===== src/qbs_pkg.sv =====
`default_nettype none

package qbs_pkg;

  localparam int unsigned MAX_SAMPLES_DEF = 4096;

  // fixed field widths
  localparam int SAMPLE_W = 16;
  localparam int IDX_W    = 12;
  localparam int MEAN_W   = 16;
  localparam int RMS_W    = 15;
  localparam int POWER_W  = 27;
  localparam int COUNT_W  = 13;

  // square of a sample is at most 2^30
  localparam int SQ_W       = 31;
  localparam int TERM_SHIFT = 15;
  localparam int TERM_W     = 15;

  // bit-pair square root over a 32-bit radicand
  localparam int RAD_W      = 32;
  localparam int ROOT_W     = RAD_W / 2;
  localparam int SREM_W     = ROOT_W + 3;
  localparam int SQRT_STEPS = RAD_W / 2;

  function automatic int qbs_cnt_w(input int unsigned max_samples);
    return $clog2(max_samples + 1);
  endfunction

  // dividend width of the shared divider, wide enough for the square sum
  function automatic int qbs_div_w(input int unsigned max_samples);
    return SQ_W - 1 + qbs_cnt_w(max_samples);
  endfunction

  typedef struct packed {
    logic signed [SAMPLE_W-1:0] sample;
    logic                       last;
  } in_item_t;

  typedef struct packed {
    logic signed [SAMPLE_W-1:0] min_value;
    logic [IDX_W-1:0]           min_index;
    logic signed [SAMPLE_W-1:0] max_value;
    logic [IDX_W-1:0]           max_index;
    logic signed [MEAN_W-1:0]   mean;
    logic [RMS_W-1:0]           rms;
    logic [POWER_W-1:0]         power;
    logic [COUNT_W-1:0]         sample_count;
    logic                       too_long;
  } out_item_t;

  typedef enum logic [2:0] {
    ST_ACCUM,
    ST_FLUSH,
    ST_MEAN_DIV,
    ST_MS_LOAD,
    ST_MS_DIV,
    ST_ROOT_LOAD,
    ST_ROOT,
    ST_DONE
  } st_e;

  typedef struct packed {
    logic acc_en;
    logic load_mean;
    logic div_step;
    logic load_ms;
    logic load_root;
    logic root_step;
    logic out_load;
  } cmd_t;

endpackage

`default_nettype wire


===== src/qbs_stream_if.sv =====
`default_nettype none

interface qbs_stream_if #(
  parameter type payload_t = logic
) ();
  logic     valid;
  logic     ready;
  payload_t payload;

  modport source (output valid, output payload, input ready);
  modport sink   (input valid, input payload, output ready);
endinterface

`default_nettype wire


===== src/qbs_ctrl.sv =====
`default_nettype none

module qbs_ctrl
  import qbs_pkg::*;
#(
  parameter int unsigned MAX_SAMPLES = MAX_SAMPLES_DEF
) (
  input  logic clk_i,
  input  logic rst_ni,
  input  logic in_valid_i,
  input  logic in_last_i,
  output logic in_ready_o,
  input  logic out_ready_i,
  output logic out_valid_o,
  output cmd_t cmd_o
);

  localparam int DIV_W  = qbs_div_w(MAX_SAMPLES);
  localparam int STEP_W = $clog2(DIV_W);
  localparam logic [STEP_W-1:0] DivLast  = STEP_W'(DIV_W - 1);
  localparam logic [STEP_W-1:0] RootLast = STEP_W'(SQRT_STEPS - 1);

  st_e               state_q, state_d;
  logic [STEP_W-1:0] step_q, step_d;
  logic              out_valid_q, out_valid_d;
  logic              out_free;

  assign out_free = !out_valid_q || out_ready_i;

  always_comb begin
    state_d = state_q;
    case (state_q)
      ST_ACCUM:     if (in_valid_i && in_last_i) state_d = ST_FLUSH;
      ST_FLUSH:     state_d = ST_MEAN_DIV;
      ST_MEAN_DIV:  if (step_q == DivLast) state_d = ST_MS_LOAD;
      ST_MS_LOAD:   state_d = ST_MS_DIV;
      ST_MS_DIV:    if (step_q == DivLast) state_d = ST_ROOT_LOAD;
      ST_ROOT_LOAD: state_d = ST_ROOT;
      ST_ROOT:      if (step_q == RootLast) state_d = ST_DONE;
      ST_DONE:      if (out_free) state_d = ST_ACCUM;
      default:      state_d = ST_ACCUM;
    endcase
  end

  always_comb begin
    cmd_o      = '0;
    in_ready_o = 1'b0;
    case (state_q)
      ST_ACCUM: begin
        in_ready_o   = 1'b1;
        cmd_o.acc_en = in_valid_i;
      end
      ST_FLUSH:     cmd_o.load_mean = 1'b1;
      ST_MEAN_DIV:  cmd_o.div_step  = 1'b1;
      ST_MS_LOAD:   cmd_o.load_ms   = 1'b1;
      ST_MS_DIV:    cmd_o.div_step  = 1'b1;
      ST_ROOT_LOAD: cmd_o.load_root = 1'b1;
      ST_ROOT:      cmd_o.root_step = 1'b1;
      ST_DONE:      cmd_o.out_load  = out_free;
      default: begin
        cmd_o      = '0;
        in_ready_o = 1'b0;
      end
    endcase
  end

  // iteration counter, shared by divider and square root
  always_comb begin
    step_d = '0;
    if (cmd_o.div_step || cmd_o.root_step) begin
      step_d = step_q + STEP_W'(1);
    end
  end

  always_comb begin
    out_valid_d = out_valid_q;
    if (cmd_o.out_load) begin
      out_valid_d = 1'b1;
    end else if (out_ready_i) begin
      out_valid_d = 1'b0;
    end
  end

  always_ff @(posedge clk_i or negedge rst_ni) begin
    if (!rst_ni) begin
      state_q     <= ST_ACCUM;
      step_q      <= '0;
      out_valid_q <= 1'b0;
    end else begin
      state_q     <= state_d;
      step_q      <= step_d;
      out_valid_q <= out_valid_d;
    end
  end

  assign out_valid_o = out_valid_q;

endmodule

`default_nettype wire


===== src/qbs_datapath.sv =====
`default_nettype none

module qbs_datapath
  import qbs_pkg::*;
#(
  parameter int unsigned MAX_SAMPLES = MAX_SAMPLES_DEF
) (
  input  logic      clk_i,
  input  logic      rst_ni,
  input  cmd_t      cmd_i,
  input  in_item_t  in_item_i,
  output out_item_t out_item_o
);

  localparam int CNT_W = qbs_cnt_w(MAX_SAMPLES);
  localparam int SUM_W = SAMPLE_W + CNT_W;
  localparam int PWR_W = TERM_W + CNT_W;
  localparam int DIV_W = qbs_div_w(MAX_SAMPLES);
  localparam logic [CNT_W-1:0] MaxCount = CNT_W'(MAX_SAMPLES);

  // accumulators
  logic [CNT_W-1:0]           count_q;
  logic signed [SAMPLE_W-1:0] low_q, high_q;
  logic [IDX_W-1:0]           low_idx_q, high_idx_q;
  logic signed [SUM_W-1:0]    sum_q;
  logic [DIV_W-1:0]           sq_acc_q;
  logic [PWR_W-1:0]           pwr_q;
  logic                       ovf_q;
  logic [SQ_W-1:0]            sq_q;
  logic                       sq_vld_q;

  // divider and square root
  logic [CNT_W-1:0]         rem_q;
  logic [DIV_W-1:0]         quo_q;
  logic                     neg_q;
  logic signed [MEAN_W-1:0] mean_q;
  logic [RAD_W-1:0]         x_q;
  logic [SREM_W-1:0]        srem_q;
  logic [ROOT_W-1:0]        root_q;
  out_item_t                out_q;

  logic signed [SAMPLE_W-1:0]   s;
  logic                         counting, take;
  logic [IDX_W-1:0]             pos;
  logic signed [2*SAMPLE_W-1:0] prod;
  logic [SQ_W-TERM_SHIFT-1:0]   term;
  logic [TERM_W-1:0]            term_sat;
  logic [SUM_W-1:0]             sum_mag;
  logic [CNT_W:0]               trial, divisor;
  logic                         qbit;
  logic [CNT_W-1:0]             rem_d;
  logic [MEAN_W-1:0]            mag;
  logic [SREM_W-1:0]            srem_sh, rtrial, srem_d;
  logic                         rbit;

  assign s        = in_item_i.sample;
  assign counting = count_q < MaxCount;
  assign take     = cmd_i.acc_en && counting;
  assign pos      = IDX_W'(count_q);
  assign prod     = s * s;

  // q15 power term, saturates only for the full-scale negative sample
  assign term     = sq_q[SQ_W-1:TERM_SHIFT];
  assign term_sat = term[TERM_W] ? '1 : term[TERM_W-1:0];

  always_ff @(posedge clk_i or negedge rst_ni) begin
    if (!rst_ni) begin
      count_q    <= '0;
      low_q      <= '0;
      low_idx_q  <= '0;
      high_q     <= '0;
      high_idx_q <= '0;
      sum_q      <= '0;
      sq_acc_q   <= '0;
      pwr_q      <= '0;
      ovf_q      <= 1'b0;
      sq_vld_q   <= 1'b0;
    end else if (cmd_i.out_load) begin
      count_q    <= '0;
      low_q      <= '0;
      low_idx_q  <= '0;
      high_q     <= '0;
      high_idx_q <= '0;
      sum_q      <= '0;
      sq_acc_q   <= '0;
      pwr_q      <= '0;
      ovf_q      <= 1'b0;
      sq_vld_q   <= 1'b0;
    end else begin
      if (take) begin
        count_q <= count_q + CNT_W'(1);
        if (count_q == '0 || s < low_q) begin
          low_q     <= s;
          low_idx_q <= pos;
        end
        if (count_q == '0 || s > high_q) begin
          high_q     <= s;
          high_idx_q <= pos;
        end
        sum_q <= sum_q + SUM_W'(s);
      end
      if (cmd_i.acc_en && !counting) begin
        ovf_q <= 1'b1;
      end
      // the square lands in the cycle after its sample
      sq_vld_q <= take;
      if (sq_vld_q) begin
        sq_acc_q <= sq_acc_q + DIV_W'(sq_q);
        pwr_q    <= pwr_q + PWR_W'(term_sat);
      end
    end
  end

  always_ff @(posedge clk_i) begin
    if (take) begin
      sq_q <= SQ_W'(prod);
    end
  end

  // restoring divider, one quotient bit per cycle
  assign sum_mag = sum_q[SUM_W-1] ? SUM_W'(-sum_q) : SUM_W'(sum_q);
  assign divisor = {1'b0, count_q};
  assign trial   = {rem_q, quo_q[DIV_W-1]};
  assign qbit    = trial >= divisor;
  assign rem_d   = qbit ? CNT_W'(trial - divisor) : CNT_W'(trial);
  assign mag     = quo_q[MEAN_W-1:0];

  always_ff @(posedge clk_i) begin
    if (cmd_i.load_mean) begin
      quo_q <= DIV_W'(sum_mag);
      rem_q <= '0;
      neg_q <= sum_q[SUM_W-1];
    end else if (cmd_i.load_ms) begin
      quo_q <= sq_acc_q;
      rem_q <= '0;
      if (count_q == '0) begin
        mean_q <= '0;
      end else begin
        mean_q <= neg_q ? (~mag + MEAN_W'(1)) : mag;
      end
    end else if (cmd_i.div_step) begin
      quo_q <= {quo_q[DIV_W-2:0], qbit};
      rem_q <= rem_d;
    end
  end

  // square root, two radicand bits per cycle
  assign srem_sh = {srem_q[SREM_W-3:0], x_q[RAD_W-1:RAD_W-2]};
  assign rtrial  = {1'b0, root_q, 2'b01};
  assign rbit    = srem_sh >= rtrial;
  assign srem_d  = rbit ? (srem_sh - rtrial) : srem_sh;

  always_ff @(posedge clk_i) begin
    if (cmd_i.load_root) begin
      x_q    <= (count_q == '0) ? '0 : RAD_W'(quo_q[SQ_W-1:0]);
      srem_q <= '0;
      root_q <= '0;
    end else if (cmd_i.root_step) begin
      x_q    <= {x_q[RAD_W-3:0], 2'b00};
      srem_q <= srem_d;
      root_q <= {root_q[ROOT_W-2:0], rbit};
    end
  end

  always_ff @(posedge clk_i) begin
    if (cmd_i.out_load) begin
      out_q.min_value    <= low_q;
      out_q.min_index    <= low_idx_q;
      out_q.max_value    <= high_q;
      out_q.max_index    <= high_idx_q;
      out_q.mean         <= mean_q;
      out_q.rms          <= root_q[ROOT_W-1] ? '1 : root_q[RMS_W-1:0];
      out_q.power        <= POWER_W'(pwr_q);
      out_q.sample_count <= COUNT_W'(count_q);
      out_q.too_long     <= ovf_q;
    end
  end

  assign out_item_o = out_q;

endmodule

`default_nettype wire


===== src/q15_block_statistics_core.sv =====
// channel  dir  modport  payload     word accepted when
// in_i     in   sink     in_item_t   in_i.valid && in_i.ready
// out_o    out  source   out_item_t  out_o.valid && out_o.ready
//
// one sample word per cycle while a block is open; in_i.ready drops after the
// word that carries last and stays low until the statistics are done: two
// DW-step divisions (DW = 30 + count width) and a 16-step square root on one
// shared iteration counter
// the result sits in an output register, so the next block streams in while
// it waits; a finished block waits only if the previous result is still held
// rst_ni is asynchronous and clears all accumulators and the handshake state
`default_nettype none

module q15_block_statistics_core
  import qbs_pkg::*;
#(
  parameter int unsigned MAX_SAMPLES = MAX_SAMPLES_DEF
) (
  input  logic          clk_i,
  input  logic          rst_ni,
  qbs_stream_if.sink    in_i,
  qbs_stream_if.source  out_o
);

  cmd_t      cmd;
  out_item_t out_item;
  in_item_t  in_item;
  logic      in_ready;
  logic      out_valid;

  assign in_item = in_i.payload;

  qbs_ctrl #(
    .MAX_SAMPLES(MAX_SAMPLES)
  ) u_ctrl (
    .clk_i      (clk_i),
    .rst_ni     (rst_ni),
    .in_valid_i (in_i.valid),
    .in_last_i  (in_item.last),
    .in_ready_o (in_ready),
    .out_ready_i(out_o.ready),
    .out_valid_o(out_valid),
    .cmd_o      (cmd)
  );

  qbs_datapath #(
    .MAX_SAMPLES(MAX_SAMPLES)
  ) u_datapath (
    .clk_i     (clk_i),
    .rst_ni    (rst_ni),
    .cmd_i     (cmd),
    .in_item_i (in_item),
    .out_item_o(out_item)
  );

  assign in_i.ready    = in_ready;
  assign out_o.valid   = out_valid;
  assign out_o.payload = out_item;

  // a block end closes the input until the statistics are done
  a_last_stalls: assert property (@(posedge clk_i) disable iff (!rst_ni)
    (in_i.valid && in_ready && in_item.last) |=> !in_ready)
    else $error("input accepted right after block end");

  // a new result never overwrites one that is still held
  a_no_overwrite: assert property (@(posedge clk_i) disable iff (!rst_ni)
    cmd.out_load |-> (!out_valid || out_o.ready))
    else $error("result register overwritten");

  // every result covers at least one sample
  a_count_nonzero: assert property (@(posedge clk_i) disable iff (!rst_ni)
    cmd.out_load |=> (out_o.payload.sample_count != '0))
    else $error("result with empty block");

  // minimum never exceeds maximum
  a_min_le_max: assert property (@(posedge clk_i) disable iff (!rst_ni)
    cmd.out_load |=> (out_o.payload.min_value <= out_o.payload.max_value))
    else $error("minimum above maximum");

endmodule

`default_nettype wire


===== src/flat_wrapper.sv =====
// flat-port wrapper written by rule: the top's interface ports become plain ports
module q15_block_statistics_core_flat import qbs_pkg::*;
#(
  parameter int unsigned MAX_SAMPLES = MAX_SAMPLES_DEF
)
  (clk_i, rst_ni, in_i_valid, in_i_payload, in_i_ready, out_o_valid, out_o_payload, out_o_ready);
  qbs_stream_if #(.payload_t(in_item_t)) in_i_i ();
  qbs_stream_if #(.payload_t(out_item_t)) out_o_i ();
  input  logic clk_i;
  input  logic rst_ni;
  input wire logic [$bits(in_i_i.valid)-1:0] in_i_valid;
  input wire logic [$bits(in_i_i.payload)-1:0] in_i_payload;
  output wire logic [$bits(in_i_i.ready)-1:0] in_i_ready;
  output wire logic [$bits(out_o_i.valid)-1:0] out_o_valid;
  output wire logic [$bits(out_o_i.payload)-1:0] out_o_payload;
  input wire logic [$bits(out_o_i.ready)-1:0] out_o_ready;
  assign in_i_i.valid = in_i_valid;
  assign in_i_i.payload = in_i_payload;
  assign in_i_ready = in_i_i.ready;
  assign out_o_valid = out_o_i.valid;
  assign out_o_payload = out_o_i.payload;
  assign out_o_i.ready = out_o_ready;
  q15_block_statistics_core #(.MAX_SAMPLES(MAX_SAMPLES)) u_core (.clk_i(clk_i), .rst_ni(rst_ni), .in_i(in_i_i), .out_o(out_o_i));
endmodule

===== config.mk =====
export PLATFORM = sky130hd
export DESIGN_NAME = q15_block_statistics_core_flat
export DESIGN_NICKNAME = d
export VERILOG_FILES = /design/src/qbs_pkg.sv /design/src/qbs_stream_if.sv /design/src/qbs_ctrl.sv /design/src/qbs_datapath.sv /design/src/q15_block_statistics_core.sv /design/src/flat_wrapper.sv
export SDC_FILE = /design/constraint.sdc
export NUM_CORES = 2
export LEC_CHECK = 0
export BUFFER_PORTS_ARGS = -buffer_cell sky130_fd_sc_hd__buf_2
export CAP_MARGIN = 0
export CORE_MARGIN = 2
export CORE_UTILIZATION = 28
export CTS_BUF_LIST = sky130_fd_sc_hd__clkbuf_4
export DETAILED_ROUTE_END_ITERATION = 8
export PLACE_DENSITY = 0.53
export SLEW_MARGIN = 20
export SYNTH_ARGS = -nofsm -noshare
export SYNTH_HDL_FRONTEND = slang
export SYNTH_HIERARCHICAL = 1
export SYNTH_SLANG_ARGS = --single-unit

===== constraint.sdc =====
create_clock -name clk_i -period 8.57 [get_ports clk_i]
set_clock_uncertainty 0.05 [all_clocks]
set_input_delay 1.2855 -clock clk_i [delete_from_list [all_inputs] [get_ports clk_i]]
set_output_delay 1.2855 -clock clk_i [all_outputs]
set_load 0.005 [all_outputs]

==> flow_summary.json <==
{
  "fmax_ghz": 0.1463,
  "insertion_delay_ps": 1040,
  "slew_headroom_pct": 29.69,
  "fin_total_pwr_uw": 11220,
  "synthFlopType": "edfxtp_1",
  "cts_tree": "done",
  "cp-end-kind": "flip-flop",
  "mostFrequentLayoutCell": "inv_1",
  "final_layout_size_suffix_gt1_share_pct": 12.51,
  "syn_area_sq_um": 34050,
  "initialDrtViolationCount": 1321,
  "p_int_uw": 6545,
  "setup_viol": 0,
  "cts-resized-gates": 0,
  "drc": 0,
  "maxCapViolCount": 0,
  "area_growth_pct": 13.12,
  "path_clk_slew_ps": 70,
  "r2r_slack_ps": 4440,
  "vdd.ir_drop.worst_mv": 0.4386,
  "mostFrequentLayoutCells": "inv_1 (489), nand2_1 (308), nor2_1 (298), edfxtp_1 (236), fa_1 (233)",
  "p_switching_uw": 4679,
  "cp_max_fo": 19,
  "fin_nets": 4150,
  "critPathMostFrequentCell": "fa_1",
  "rr_worst_depth": 10,
  "synth.net_count": 3959,
  "period_share_pct": 79.78,
  "powerDensity_nw_per_um2": 291.4,
  "cp_top_family": "adder cells",
  "ant_nets": 0,
  "clockBufferDepth": 3,
  "seqPwrFrac_pct": 24.2,
  "synthCells": 3478,
  "status": "complete, no violations",
  "placement_rows": 127,
  "grtUsageTotal_pct": 14.19,
  "netSwitchingFraction_pct": 41.69,
  "slew_violations": 0,
  "fillerInstances": 12552,
  "wl_per_cell_um": 16.12,
  "crit-reg2reg-launch": "u_core/u_ctrl/state_q[2]",
  "finalHoldViolCount": 0,
  "clkPwrFrac_pct": 20.1,
  "fin_crit_ps": 6837,
  "antenna_found_initial": 2,
  "ios": 151,
  "crit_buf_inv": 7,
  "path_class": "in -> reg",
  "worstMarginPinSlew_ps": 1055,
  "startpoint_type": "primary input",
  "route.vias.total": 25152,
  "grt_start_max_net_pins": 167,
  "die_area_sq_um": 124400,
  "yosys_warnings": 6,
  "gp_congestion": 0.8404,
  "postCtsSetupBuffers": 0,
  "floorplan.initialDensity_pct": 28.31,
  "first_global_vias": 25761,
  "cts_sinks": 476,
  "cp_slowest_stage_delay_ps": 550,
  "grt_overflow": 0,
  "core_sq_um": 120300,
  "clockRootBuffer": "clkbuf_4",
  "critPathSlowestCell": "fa_1",
  "grt_pass1_wl_um": 141800,
  "via_per_inst": 4.653,
  "path_cells": "buf_2 -> inv_1 -> buf_4 -> nor2_1 -> fa_1 -> inv_1 -> fa_1 -> inv_1 -> fa_1 -> fa_1 -> fa_1 -> inv_1 -> fa_1 -> inv_1 -> ha_1 -> a21o_1 -> a21o_1 -> a21o_1 -> a21oi_1 -> o21ai_0 -> a2111oi_0 -> o21bai_1 -> a21oi_1 -> xnor2_1",
  "cts-hold-fix-buffers": 0,
  "cts-htree-levels": 4,
  "p_leak_uw": 0.01721,
  "cts_buffers": 141,
  "synth_edf_count": 236,
  "portBuffers": 150,
  "cp-endpoint": "u_core/u_datapath/sq_q[27]",
  "tns_ps": 0,
  "rsz0062_at_grt": "no",
  "combPwrFrac_pct": 55.6,
  "drt_pass1_iterations": 5,
  "crit_start": "in_i_payload[16]",
  "required_ps": 9310,
  "crit_cells": 24,
  "die_w_um": 352.7,
  "r2r_end": "u_core/u_datapath/count_q[7]",
  "synth_seq_cells": 476,
  "dp_hpwl_um": 63290,
  "synthDistinctLibCells": 89,
  "arrival_ps": 7580,
  "holdCritPathClass": "in -> async",
  "die_y_um": 352.7,
  "wl_um": 87140,
  "async_flop_share_pct": 37.82,
  "syn_area_per_cell_sq_um": 9.791,
  "yosysSeqAreaShare_pct": 37.57
}
==> registers in the layout, summed over array words and instances, names as in the netlist, 3 cells and up <==
register	count
u_core/u_datapath/pwr_q	27
u_core/u_ctrl/step_q	6
u_core/u_datapath/sq_q	30
u_core/u_datapath/rem_q	13
u_core/u_datapath/mean_q	16
u_core/u_datapath/high_idx_q	12
u_core/u_datapath/srem_q	17
u_core/u_datapath/low_q	16
u_core/u_datapath/x_q	32
u_core/u_datapath/count_q	13
u_core/u_datapath/out_item_o	128
u_core/u_datapath/root_q	16
u_core/u_datapath/quo_q	43
u_core/u_datapath/sum_q	29
u_core/u_datapath/high_q	16
u_core/u_datapath/sq_acc_q	43
u_core/u_datapath/low_idx_q	12
u_core/u_ctrl/state_q	3
==> power by group through the flow <==
stage / clock network (uW) / registers, uW / logic [uW]
after floorplan: 0 / 2770 / 4780
after global placement: 0 / 2770 / 6310
after CTS: 2360 / 2720 / 6420
after detailed placement: 0 / 2770 / 6380
final: 2260 / 2720 / 6240
after global routing: 2490 / 2720 / 7290
==> cell families (layout without fill, tap and decap cells) <==
family | Yosys count | after routing | share of synthesized area [%]
AND/OR/NAND/NOR | 964 | 964 | 13.08
other | 0 | 4 | 0
adder cells (fa/ha/maj) | 460 | 460 | 22.04
XOR/XNOR | 180 | 180 | 4.630
flip-flops | 476 | 476 | 37.57
AO/OA/AOI/OAI | 637 | 637 | 11.81
multiplexers | 130 | 130 | 3.840
buffers and inverters | 631 | 942 | 7.033
==> worst min path at each step <==
stage / endpoint / slack (ps) / depth (start not counted)
2_1_floorplan: u_core/u_datapath/out_item_o[56] / 350 / 0
3_3_place_gp: u_core/u_datapath/out_item_o[68] / 350 / 0
3_5_place_dp: u_core/u_datapath/out_item_o[65] / 350 / 0
4_1_cts: u_core/u_datapath/high_q[8] / 120 / 1
5_1_grt: u_core/u_datapath/high_q[13] / 130 / 1
6_report: u_core/u_datapath/high_q[8] / 170 / 1
==> area by class of cell <==
cell class              count  area, sq um  area share (%)
clock inverters            57        325.3          0.8445
diodes                      4        10.01         0.02598
flip-flops and latches    476        12790           33.21
inverters                 492         1847           4.794
well taps                1612         2017           5.236
clock buffers             206         1546           4.015
repair buffers            187         1050           2.725
multi-input cells        2371        18930           49.15
==> synth_stat cells (11+ instances only) <==
cell type  number  area share [%]
nand4_1        24            0.44
o21ai_0       149             2.2
ha_1          227             8.3
buf_1          18            0.20
a211oi_1       35            0.77
nand2_1       309             3.4
nand3_1        70             1.0
a21oi_1       192             2.8
nand3b_1       11            0.24
inv_1         490             5.4
or2_2          20            0.37
xnor2_1       120             3.1
edfxtp_1      236              21
nand2b_1       29            0.53
dfxtp_1        60             3.5
xor2_1         60             1.5
o22ai_1        41            0.75
clkbuf_1      111             1.2
o21a_1         20            0.44
mux2i_1       125             3.7
nor2_1        303             3.3
o31ai_1        20            0.44
nor3_1         39            0.57
dfrtp_1       180              13
a31oi_1        14            0.26
nor2b_1        27            0.50
and3_1         27            0.50
a21o_1         54             1.2
or3_1          25            0.46
and2_1         37            0.68
fa_1          233              14
==> stage by stage <==
step	worst slack [ps]	cells	util, %	instance area, sq um	hold WS [ps]
after detailed placement	620.5	5138	30.46	36640	354.5
final	1733	5405	32.02	38520	173.4
after floorplan	1302	3478	-	34050	350.3
after global placement	724.3	5138	30.46	36640	354.6
after CTS	1810	5401	32.01	38510	117.2
after global routing	1364	5405	32.02	38520	134.8
==> per-layer routing <==
metal / up-vias / wire length, um / global-route usage, %
met2: 441 / 41390 / 23.40
li1: 12249 / - / -
met5: - / 0 / 0
met4: 0 / 1468 / 3.812
met3: 112 / 3154 / 2.625
met1: 12350 / 41120 / 19.05
Note: power is estimated with default switching activity, not from simulation.
